===== config.mk =====
export PLATFORM = sky130hd
export DESIGN_NAME = cbmm_decode
export DESIGN_NICKNAME = d
export VERILOG_FILES = /design/src/sv/cbmm_pkg.sv /design/src/sv/cbmm_decode.sv
export SDC_FILE = /design/constraint.sdc
export NUM_CORES = 1
export LEC_CHECK = 0
export ABC_AREA = 0
export ABC_CLOCK_PERIOD_IN_PS = 2970
export BUFFER_PORTS_ARGS = -buffer_cell sky130_fd_sc_hd__buf_2
export CORE_AREA = 2 2 70 72
export DETAILED_ROUTE_END_ITERATION = 10
export DIE_AREA = 0 0 72 74
export PLACE_DENSITY = 0.8
export SKIP_LAST_GASP = 1
export SYNTH_ARGS = -nofsm -noshare
export SYNTH_HDL_FRONTEND = slang
export SYNTH_SLANG_ARGS = --single-unit

===== constraint.sdc =====
create_clock -name aclk -period 2.97 [get_ports aclk]
set_input_delay 0.4455 -clock aclk [delete_from_list [all_inputs] [get_ports aclk]]
set_output_delay 0.4455 -clock aclk [all_outputs]
set_load 0.01 [all_outputs]

===== src/sv/cbmm_pkg.sv =====
// Shared types, constants and helper functions for the console bus memory map decoder.
// Depends on nothing; cbmm_decode, console_bus_memory_map and the testbench import it.
package cbmm_pkg;

    localparam int RAM_ADDR_BITS      = 21;
    localparam int ROM_ADDR_BITS      = 19;
    localparam int SCRATCH_ADDR_BITS  = 10;
    localparam int PARALLEL_ADDR_BITS = 16;

    localparam int RAM_WBITS = RAM_ADDR_BITS - 2;
    localparam int ROM_WBITS = ROM_ADDR_BITS - 2;
    localparam int SCR_WBITS = SCRATCH_ADDR_BITS - 2;
    localparam int PAR_WBITS = PARALLEL_ADDR_BITS - 2;

    localparam int CLR_BITS_A = (RAM_WBITS > PAR_WBITS) ? RAM_WBITS : PAR_WBITS;
    localparam int CLR_BITS   = (CLR_BITS_A > SCR_WBITS) ? CLR_BITS_A : SCR_WBITS;

    localparam logic [1:0] CMD_READ  = 2'd0;
    localparam logic [1:0] CMD_WRITE = 2'd1;
    localparam logic [1:0] CMD_LOAD  = 2'd2;

    localparam logic [1:0] SIZE_BYTE = 2'd0;
    localparam logic [1:0] SIZE_HALF = 2'd1;
    localparam logic [1:0] SIZE_WORD = 2'd2;

    localparam logic [15:0] PG_SCR0  = 16'h1F80;
    localparam logic [15:0] PG_SCR1  = 16'h9F80;
    localparam logic [15:0] PG_SCR2  = 16'hBF80;
    localparam logic [15:0] PG_PAR   = 16'h1F00;
    localparam logic [8:0]  RAM_SEG0 = 9'h000;
    localparam logic [8:0]  RAM_SEG1 = 9'h100;
    localparam logic [8:0]  RAM_SEG2 = 9'h140;
    localparam logic [12:0] ROM_SEG0 = 13'h03F8;
    localparam logic [12:0] ROM_SEG1 = 13'h13F8;
    localparam logic [12:0] ROM_SEG2 = 13'h17F8;

    localparam logic [31:0] CACHE_CTRL_ADDR = 32'hFFFE0130;
    localparam logic [31:0] ISOLATE_A       = 32'h0000_0800;
    localparam logic [31:0] ISOLATE_B       = 32'h0000_0804;
    localparam logic [31:0] RELEASE_A       = 32'h0000_0000;
    localparam logic [31:0] RELEASE_B       = 32'h0001_E988;

    typedef enum logic [2:0] {
        ROUTE_RAM   = 3'd0,
        ROUTE_PAR   = 3'd1,
        ROUTE_SCR   = 3'd2,
        ROUTE_BIOS  = 3'd3,
        ROUTE_HW    = 3'd4,
        ROUTE_NONE  = 3'd5,
        ROUTE_CACHE = 3'd6
    } route_t;

    typedef struct packed {
        logic ram_en;
        logic par_en;
        logic scr_en;
        logic rom_en;
        logic [3:0] be;
    } mem_req_t;

    typedef struct packed {
        route_t     route;
        logic [1:0] lane;
        logic [1:0] size;
        logic       rd;
        logic       dropped;
        logic       inval;
    } acc_info_t;

    function automatic logic [31:0] size_mask(input logic [1:0] size);
        logic [31:0] m;
        case (size)
            SIZE_BYTE: m = 32'h0000_00FF;
            SIZE_HALF: m = 32'h0000_FFFF;
            default:   m = 32'hFFFF_FFFF;
        endcase
        return m;
    endfunction

endpackage


===== src/sv/cbmm_decode.sv =====
// Address decoder for one bus access; holds the cache isolation flag.
// Depends on cbmm_pkg.
module cbmm_decode (
    input  logic                            aclk,
    input  logic                            aresetn,
    input  logic                            accept,
    input  logic [1:0]                      cmd,
    input  logic [1:0]                      access_size,
    input  logic [31:0]                     address,
    input  logic [31:0]                     write_data,
    output cbmm_pkg::mem_req_t              req,
    output cbmm_pkg::acc_info_t             info,
    output logic [cbmm_pkg::RAM_WBITS-1:0]  ram_idx,
    output logic [cbmm_pkg::PAR_WBITS-1:0]  par_idx,
    output logic [cbmm_pkg::SCR_WBITS-1:0]  scr_idx,
    output logic [cbmm_pkg::ROM_WBITS-1:0]  rom_idx,
    output logic [31:0]                     wdata
);
    import cbmm_pkg::*;

    logic        isolated_reg;
    logic        isolated_next;
    logic        wr;
    logic        load;
    logic [1:0]  size;
    logic [31:0] addr_al;
    logic [15:0] page;
    logic [15:0] off;
    logic [31:0] data_m;
    logic [3:0]  be_sz;
    logic [22:0] ram_ba;
    logic [18:0] rom_ba;
    logic        scr_page;
    logic        scr_low;
    logic        ram_hit;
    logic        par_hit;
    logic        rom_hit;
    logic        cache_hit;

    always_comb begin
        case (access_size)
            SIZE_BYTE: begin
                size    = SIZE_BYTE;
                addr_al = address;
                be_sz   = 4'b0001;
            end
            SIZE_HALF: begin
                size    = SIZE_HALF;
                addr_al = {address[31:1], 1'b0};
                be_sz   = 4'b0011;
            end
            default: begin
                size    = SIZE_WORD;
                addr_al = {address[31:2], 2'b00};
                be_sz   = 4'b1111;
            end
        endcase
    end

    assign load      = (cmd == CMD_LOAD);
    assign wr        = (cmd == CMD_WRITE);
    assign page      = addr_al[31:16];
    assign off       = addr_al[15:0];
    assign data_m    = write_data & size_mask(size);
    assign ram_ba    = {page[6:0], off};
    assign rom_ba    = {page[2:0], off};
    assign scr_page  = page inside {PG_SCR0, PG_SCR1, PG_SCR2};
    assign scr_low   = ((32'(off) >> SCRATCH_ADDR_BITS) == 32'd0);
    assign ram_hit   = page[15:7] inside {RAM_SEG0, RAM_SEG1, RAM_SEG2};
    assign par_hit   = (page == PG_PAR);
    assign rom_hit   = page[15:3] inside {ROM_SEG0, ROM_SEG1, ROM_SEG2};
    assign cache_hit = wr && (size == SIZE_WORD) && (addr_al == CACHE_CTRL_ADDR);

    assign ram_idx = ram_ba[RAM_ADDR_BITS-1:2];
    assign par_idx = off[PARALLEL_ADDR_BITS-1:2];
    assign scr_idx = off[SCRATCH_ADDR_BITS-1:2];
    assign rom_idx = load ? address[ROM_ADDR_BITS-1:2] : rom_ba[ROM_ADDR_BITS-1:2];
    assign wdata   = load ? write_data : (data_m << {addr_al[1:0], 3'b000});

    always_comb begin
        req           = '0;
        info          = '0;
        info.route    = ROUTE_NONE;
        info.lane     = addr_al[1:0];
        info.size     = size;
        isolated_next = isolated_reg;
        if (load) begin
            info.route = ROUTE_BIOS;
            req.rom_en = 1'b1;
            req.be     = 4'b1111;
        end else if (scr_page) begin
            if (scr_low) begin
                info.route = ROUTE_SCR;
                info.rd    = !wr;
                req.scr_en = 1'b1;
                req.be     = wr ? (be_sz << addr_al[1:0]) : 4'b0000;
            end else begin
                info.route = ROUTE_HW;
            end
        end else if (ram_hit) begin
            info.route   = ROUTE_RAM;
            info.rd      = !wr;
            info.dropped = wr && isolated_reg;
            req.ram_en   = !(wr && isolated_reg);
            req.be       = wr ? (be_sz << addr_al[1:0]) : 4'b0000;
        end else if (par_hit) begin
            info.route = ROUTE_PAR;
            info.rd    = !wr;
            req.par_en = 1'b1;
            req.be     = wr ? (be_sz << addr_al[1:0]) : 4'b0000;
        end else if (rom_hit) begin
            info.route   = ROUTE_BIOS;
            info.rd      = !wr;
            info.dropped = wr;
            req.rom_en   = !wr;
        end else if (cache_hit) begin
            info.route = ROUTE_CACHE;
            if (data_m == ISOLATE_A || data_m == ISOLATE_B) begin
                info.inval    = !isolated_reg;
                isolated_next = 1'b1;
            end else if (data_m == RELEASE_A || data_m == RELEASE_B) begin
                isolated_next = 1'b0;
            end
        end else begin
            info.dropped = wr;
        end
    end

    always_ff @(posedge aclk) begin
        if (!aresetn) begin
            isolated_reg <= 1'b0;
        end else if (accept) begin
            isolated_reg <= isolated_next;
        end
    end

endmodule


# After elaboration in Yosys (flattened, before gate mapping)
# Index checks and enable logic that the tools add are counted.
# word_totals
register_bits	1
in_bits	71
out_inout_bits	108
# op_classes
eq_ne	18
shifts	2
n_mux	44
bitwise_logic	6
n_reduce_logical	18
# op_table
cell	n
32-bit by 12-bit == test with 1-bit output (second input constant)	2
32-bit zero test	2
32-bit one-hot mux with 2 select lines	1
32-bit AND	1
16-bit by 13-bit == test with 1-bit output (second input constant)	2
16-bit == test (second input constant)	2
32-bit by 17-bit == test with 1-bit output (second input constant)	1
32-bit == test (second input constant)	1
32-bit 2-to-1 mux	1
32-bit by 5-bit left shift with 32-bit output	1
13-bit == test (second input constant)	2
3-bit 2-to-1 mux	8
1-bit 2-to-1 mux	20
4-bit 2-to-1 mux	5
9-bit == test (second input constant)	2
13-bit by 10-bit == test with 1-bit output (second input constant)	1
2-bit 2-to-1 mux	5
9-bit zero test	1
3-bit nonzero test	3
2-bit one-hot mux with 2 select lines	2
4-bit one-hot mux with 2 select lines	1
8-bit AND reduction	1
2-bit by 1-bit == test with 1-bit output (second input constant)	3
5-bit 2-to-1 mux	1
other kinds (8)	19

# Logic depth before layout (Yosys ltp)
# Gate-level depths: netlist of run 1.
# logic_depth
word_depth	14
depth_mapped	7
mapped_depth_nobuf	5

# Worst setup path after synthesis of run 1
# OpenSTA, ideal clock, no wires.
# synth_path
path_kind	input-to-output
start	input address[19]
end	output req[0] (netlist bit)
arrival_ns	2.172
required_time_ns	2.525
setup_slack_ns	0.352
stages	6
n_path_buf	1
cell_sequence	or4_1 > or3_1 > buf_2 > o31ai_1 > o22ai_1 > o21ai_0
# synth_rtl
element	line	source
start: declaration	cbmm_decode.sv:9	input logic [31:0] address,
end: declaration	cbmm_decode.sv:11	output cbmm_pkg::mem_req_t req,

==> results.md, run 1 <==
## Setup path
• **critical path type** input pin to primary output
• **data arrival time of the critical path** 2.41 ns
• **required time worst endpoint** 2.52 ns
• **reg-to-reg endpoint** isolated_reg
• **Worst Setup Start Kind** input pin
• **crit-path max FO** 7
• **endpoint type of the worst setup path** primary output
• **length in cells of the worst reg-to-reg path** 2
• **worst reg2reg setup slack** 2.28 ns
• **reg2reg start** isolated_reg

## CTS
• **Post-CTS Setup Bufs** 0
• **post-cts gate resize count** 0
• **clock insertion delay at the later pin of the skew report** 0 ns
• **hold buffer count at CTS** 0
• **clock slew seen by the registers of the worst setup and hold paths** 0 ns

## Global routing
• **routing layer with the top usage in global route** met2
• **met2 Usage GRT** 39.1%
• **pin count of the biggest net entering global routing** 17
• **wire length of the first global-routing pass** 8.45 mm
• **met3 global-route usage** 1.22%
• **vias in the first global route** 1830
• **overall global routing resource usage** 19.3%
• **antenna violations before repair** 0
• **met1 usage in global routing** 22.7%
• **GRT overflow** 0

## Synth
• **number of standard cells after synthesis** 235
• **count of warnings emitted by yosys** 0
• **share of synthesized area occupied by flip-flops and latches** 1.35%
• **average cell area after synthesis** 6.31 um^2
• **unique cell type count in the Yosys netlist** 39
• **area share of the largest cell type after synthesis** 29.3%
• **cell area after synthesis** 0.00148 mm^2
• **most area-consuming cells after synthesis** sky130_fd_sc_hd__buf_4 29%, sky130_fd_sc_hd__a22o_1 9.4%, sky130_fd_sc_hd__o21ai_0 5.4%
• **number of nets produced by synthesis** 306
• **commonest cells in the netlist** 58 x sky130_fd_sc_hd__buf_4, 21 x sky130_fd_sc_hd__nand2_1, 16 x sky130_fd_sc_hd__a22o_1, 16 x sky130_fd_sc_hd__o21ai_0, 14 x sky130_fd_sc_hd__nor2_1
• **proportion of synthesized flip-flops having asynchronous set or reset** 0%
• **most instantiated library cell after synthesis** sky130_fd_sc_hd__buf_4
• **number of synthesized flops with an enable pin** 0
• **area leader, netlist** sky130_fd_sc_hd__buf_4
• **commonest register cell after synthesis** sky130_fd_sc_hd__dfxtp_1
• **flops & latches, synth** 1

## Timing
• **RSZ-0062 raised after global routing** no
• **crit path setup slack, layout** 0.119 ns
• **FMAX** 351 MHz
• **total negative slack for setup checks** 0 ns
• **Tcrit/Tclk final** 96.0%
• **max-slew violation count** 0
• **Slew @ Worst Pin** 0.711 ns
• **post-layout minimum cycle time** 2.85 ns
• **count of endpoints failing setup in the final report** 0
• **relative slew slack** 52.1%
• **clock skew after layout** 0 ns
• **final count of hold timing violations** 0
• **WHS** 0.595 ns

## Power and ir drop
• **Leak** 1.13 nW
• **Pwr Density** 157 mW/mm^2
• **Peak supply drop** 0.0692 mV

## Placed design
• **number of buffer cells added on primary ports** 178
• **Setup WS pre-CTS** 0.0759 ns
• **post-detail-place hpwl** 4.94 mm
• **GP Congestion** 0.865
• **number of placed instances, taps included** 405

## Route
• **initial detailed-routing violation count** 63
• **via count of the routed design** 2109
• **overall routed net length** 5.87 mm
• **per-cell routed wire length** 14.5 um
• **Detailed Routing Iterations Pass 1** 4
• **Detail Route Antenna Nets** 0
• **ratio of routed vias to standard cells** 5.21
• **post-detailed-route DRC marker count** 0

## Final layout
• **signed area change from the synthesized netlist to the final layout** 35.8%
• **number of nets at the end of the flow** 424
• **diode count** 0
• **filler-free cell count of the finished design** 405
• **share of cells above drive strength 1** 54.1%
• **number of filler instances in the final layout** 501
• **Util after Layout** 43.8%
• **flip-flop count of the largest register after layout** 1

## Die
• **area of the core** 0.00460 mm^2
• **standard-cell row count** 25
• **height of the chip** 74 um
• **floorplan die area** 0.00533 mm^2
• **Ports** 179
• **initial core utilization** 32.3%
• **overall die width** 72 um

## Worst hold path
• **Hold Crit Class** flip-flop to flip-flop
• **Min-Delay Path Depth** 2
• **startpoint of the most critical hold path** isolated_reg
• **Hold Crit Endpoint** isolated_reg

## Run
• **maxcap violations** 0

## Run status
• **outcome** completed

final cells by class:
cell class	count	area [um^2]	area share (%)
inverters	7	26.3	1.30
multi-input cells	161	980	48.6
flip-flops and latches	1	20.0	0.994
well taps	54	67.6	3.35
repair buffers	182	921	45.7
critical path, cell delays in order:
cell and delay [ns]:
sky130_fd_sc_hd__buf_2 0.11, sky130_fd_sc_hd__or4_1 0.53, sky130_fd_sc_hd__or3_4 0.38, sky130_fd_sc_hd__or3_1 0.41
sky130_fd_sc_hd__o22ai_1 0.12, sky130_fd_sc_hd__buf_4 0.14, sky130_fd_sc_hd__o21ai_0 0.08, sky130_fd_sc_hd__buf_2 0.18
worst max path at each step:
| stage | startpoint | end | slack [ns] | depth (start not counted) |
|---|---|---|---|---|
| after floorplan | address[19] | req[0] | 0.35 | 6 |
| after global placement | address[19] | req[0] | 0.13 | 8 |
| after detailed placement | address[19] | req[1] | 0.08 | 8 |
| after CTS | address[19] | req[1] | 0.07 | 8 |
| after global routing | address[19] | req[2] | 0.01 | 8 |
| final | address[19] | req[1] | 0.12 | 8 |
placed cells by master, fill, tap and decap left out, types with 2 or more instances in the layout:
| cell type | n |
|---|---|
| sky130_fd_sc_hd__and3_1 | 8 |
| sky130_fd_sc_hd__inv_1 | 7 |
| sky130_fd_sc_hd__nand2b_1 | 5 |
| sky130_fd_sc_hd__nand3b_1 | 3 |
| sky130_fd_sc_hd__or2_2 | 2 |
| sky130_fd_sc_hd__a22o_1 | 16 |
| sky130_fd_sc_hd__nor2b_1 | 4 |
| sky130_fd_sc_hd__or4_1 | 4 |
| sky130_fd_sc_hd__nand3_1 | 2 |
| sky130_fd_sc_hd__nor4_1 | 10 |
| sky130_fd_sc_hd__buf_2 | 178 |
| sky130_fd_sc_hd__a31oi_1 | 2 |
| sky130_fd_sc_hd__or3_4 | 2 |
| sky130_fd_sc_hd__nor2_1 | 14 |
| sky130_fd_sc_hd__nand4_1 | 5 |
| sky130_fd_sc_hd__a211oi_1 | 3 |
| sky130_fd_sc_hd__o21ai_0 | 16 |
| sky130_fd_sc_hd__or3_1 | 3 |
| sky130_fd_sc_hd__buf_4 | 4 |
| sky130_fd_sc_hd__nor3_1 | 9 |
| sky130_fd_sc_hd__and2_1 | 9 |
| sky130_fd_sc_hd__a21oi_1 | 8 |
| sky130_fd_sc_hd__nand2_1 | 21 |
where the power goes:
group | leakage [nW] | internal (mW) | total, mW | switching (mW)
Combinational | 1.13 | 0.131 | 0.302 | 0.171
Sequential | 0.00805 | 0.0137 | 0.0137 | 0.00000000000000000689
Clock | 0 | 0 | 0 | 0
Total | 1.13 | 0.144 | 0.315 | 0.171
layer usage:
layer / share of wire, % / routed length, um
met5: 0 / 0
met4: 0.72 / 42
met3: 8.4 / 492
met2: 52 / 3070
met1: 39 / 2260
metrics by stage:
| stage | total power, mW | cell area [um^2] |
|---|---|---|
| after floorplan | 0.201 | 1480 |
| after global placement | 0.312 | 2000 |
| after detailed placement | 0.316 | 2000 |
| after CTS | 0.317 | 2000 |
| after global routing | 0.345 | 2010 |
| final | 0.315 | 2010 |
logic make-up (layout without fill, tap and decap cells):
family,Yosys count,count (layout),synth area share (%)
compound gates,54,54,24.8
fa+ha+maj,1,1,0.759
simple gates,106,106,39.8
flops,1,1,1.35
buf+inv,73,189,33.3
(Power assumes the default switching activity.)
==> run 2, diff against run 1 <==
--- a/config.mk
+++ b/config.mk
@@ -12,6 +12,7 @@
 export DETAILED_ROUTE_END_ITERATION = 10
 export DIE_AREA = 0 0 72 74
 export PLACE_DENSITY = 0.8
+export REMOVE_ABC_BUFFERS = 1
 export SKIP_LAST_GASP = 1
 export SYNTH_ARGS = -nofsm -noshare
 export SYNTH_HDL_FRONTEND = slang
==> run 2 against run 1 <==
  * Wire length rose by 6.3%
  * Critical path depth fell by 1
  * Sequential share of layout area barely moved
  * Total power rose by 1.6%
  * Fmax fell by 1.6%
  * Die area did not move
  * Global-route usage rose by 2.2 points
  * Register-to-register slack barely moved
  * Worst setup slack got worse by 0.047 ns
  * Critical path type unchanged
  * Largest power group unchanged
==> results.md, run 2 (synthesis gave the netlist of run 1 again) <==
## Global routing
• **antenna violations before repair** 0
• **overall global routing resource usage** 21.5%
• **wire length of the first global-routing pass** 9.23 mm
• **pin count of the biggest net entering global routing** 17
• **GRT overflow** 0
• **vias in the first global route** 1857

## Timing
• **WHS** 0.605 ns
• **clock skew after layout** 0 ns
• **Slew @ Worst Pin** 0.595 ns
• **RSZ-0062 raised after global routing** no
• **total negative slack for setup checks** 0 ns
• **final count of hold timing violations** 0
• **FMAX** 345 MHz
• **count of endpoints failing setup in the final report** 0
• **Tcrit/Tclk final** 97.6%
• **post-layout minimum cycle time** 2.90 ns
• **max-slew violation count** 0
• **crit path setup slack, layout** 0.0716 ns
• **relative slew slack** 60.2%

## Route
• **initial detailed-routing violation count** 53
• **overall routed net length** 6.24 mm
• **ratio of routed vias to standard cells** 5.29
• **Detail Route Antenna Nets** 0
• **per-cell routed wire length** 15.3 um
• **via count of the routed design** 2152
• **post-detailed-route DRC marker count** 0
• **Detailed Routing Iterations Pass 1** 4

## Die
• **height of the chip** 74 um
• **standard-cell row count** 25
• **Ports** 179
• **floorplan die area** 0.00533 mm^2
• **overall die width** 72 um
• **initial core utilization** 32.3%
• **area of the core** 0.00460 mm^2

## Final layout
• **diode count** 0
• **filler-free cell count of the finished design** 407
• **Final Cell Area** 0.00202 mm^2
• **signed area change from the synthesized netlist to the final layout** 36.4%
• **flip-flop count of the largest register after layout** 1
• **top library cells by usage in the layout, fill and taps aside** 178 x sky130_fd_sc_hd__buf_2, 21 x sky130_fd_sc_hd__nand2_1, 16 x sky130_fd_sc_hd__a22o_1, 16 x sky130_fd_sc_hd__o21ai_0, 14 x sky130_fd_sc_hd__nor2_1
• **number of nets at the end of the flow** 426
• **share of cells above drive strength 1** 54.1%
• **sequential cell area in the final layout** 20.0 um^2
• **number of filler instances in the final layout** 492
• **most common cell after layout, fill and taps aside** sky130_fd_sc_hd__buf_2
• **footprint of the multi-input gates** 975 um^2

## Placed design
• **number of buffer cells added on primary ports** 178
• **number of placed instances, taps included** 407
• **Setup WS pre-CTS** 0.109 ns
• **GP Congestion** 0.930
• **post-placement cell area** 0.00202 mm^2
• **post-detail-place hpwl** 5.37 mm

## Setup path
• **Critical Path Max Stage Delay** 0.49 ns
• **endpoint type of the worst setup path** primary output
• **cells along the critical path** buf_2 -> or4_1 -> or3_1 -> or3_1 -> o22ai_1 -> o21ai_0 -> buf_2
• **crit-path max FO** 7
• **critical path type** input pin to primary output
• **number of buffer and inverter instances along the worst setup path** 2
• **data arrival time of the critical path** 2.45 ns
• **slowest cell on the critical path** sky130_fd_sc_hd__or4_1
• **required time worst endpoint** 2.52 ns
• **Worst Setup Start Kind** input pin
• **kind of cell adding the most delay to the critical path** simple AND/OR/NAND/NOR gates

## CTS
• **post-cts gate resize count** 0
• **clock insertion delay at the later pin of the skew report** 0 ns
• **clock slew seen by the registers of the worst setup and hold paths** 0 ns
• **Post-CTS Setup Bufs** 0
• **hold buffer count at CTS** 0

## Run status
• **outcome** completed

## Power and ir drop
• **Peak supply drop** 0.0979 mV
• **Pwr Density** 158 mW/mm^2
• **Leak** 1.14 nW

## Run
• **maxcap violations** 0

## Worst hold path
• **Hold Crit Class** flip-flop to flip-flop

[run 2: power breakdown]
group	switching, mW	leakage, nW	total (mW)	internal (mW)
Sequential	0.00000000000000000751	0.00805	0.0137	0.0137
Clock	0	0	0	0
Combinational	0.174	1.13	0.307	0.133
[run 2: final timing paths]
check	from	endpoint	slack (ns)	cells past startpoint
worst min-delay path	isolated_reg	isolated_reg	0.60	2
worst min register to register	isolated_reg	isolated_reg	0.60	2
worst max-delay path	address[19]	req[2]	0.07	7
worst max register to register	isolated_reg	isolated_reg	2.27	2
[run 2: routing by layer]
metal | wire length [um] | global-route usage [%] | up-vias
li1 | - | - | 1032
met1 | 2370 | 24.3 | 979
met2 | 3330 | 45.2 | 135
met3 | 459 | 1.08 | 6
met4 | 82 | 2.31 | 0
met5 | 0 | 0 | -
[run 2: worst register-to-register path, stage by stage (launching register included)]
cell                      delay [ns]
sky130_fd_sc_hd__dfxtp_1        0.29
sky130_fd_sc_hd__o41a_1         0.10
sky130_fd_sc_hd__o21a_1         0.19
[run 2: area by class of cell]
cell class              count  area share (%)
multi-input cells         161            48.1
repair buffers            184            46.2
well taps                  54            3.34
inverters                   7            1.30
flip-flops and latches      1           0.989
[run 2: through the flow]
stage | total power, mW | utilization [%]
after floorplan | 0.115 | -
after global placement | 0.318 | 43.9
after detailed placement | 0.321 | 43.9
after CTS | 0.322 | 43.9
after global routing | 0.350 | 44.0
final | 0.320 | 44.0
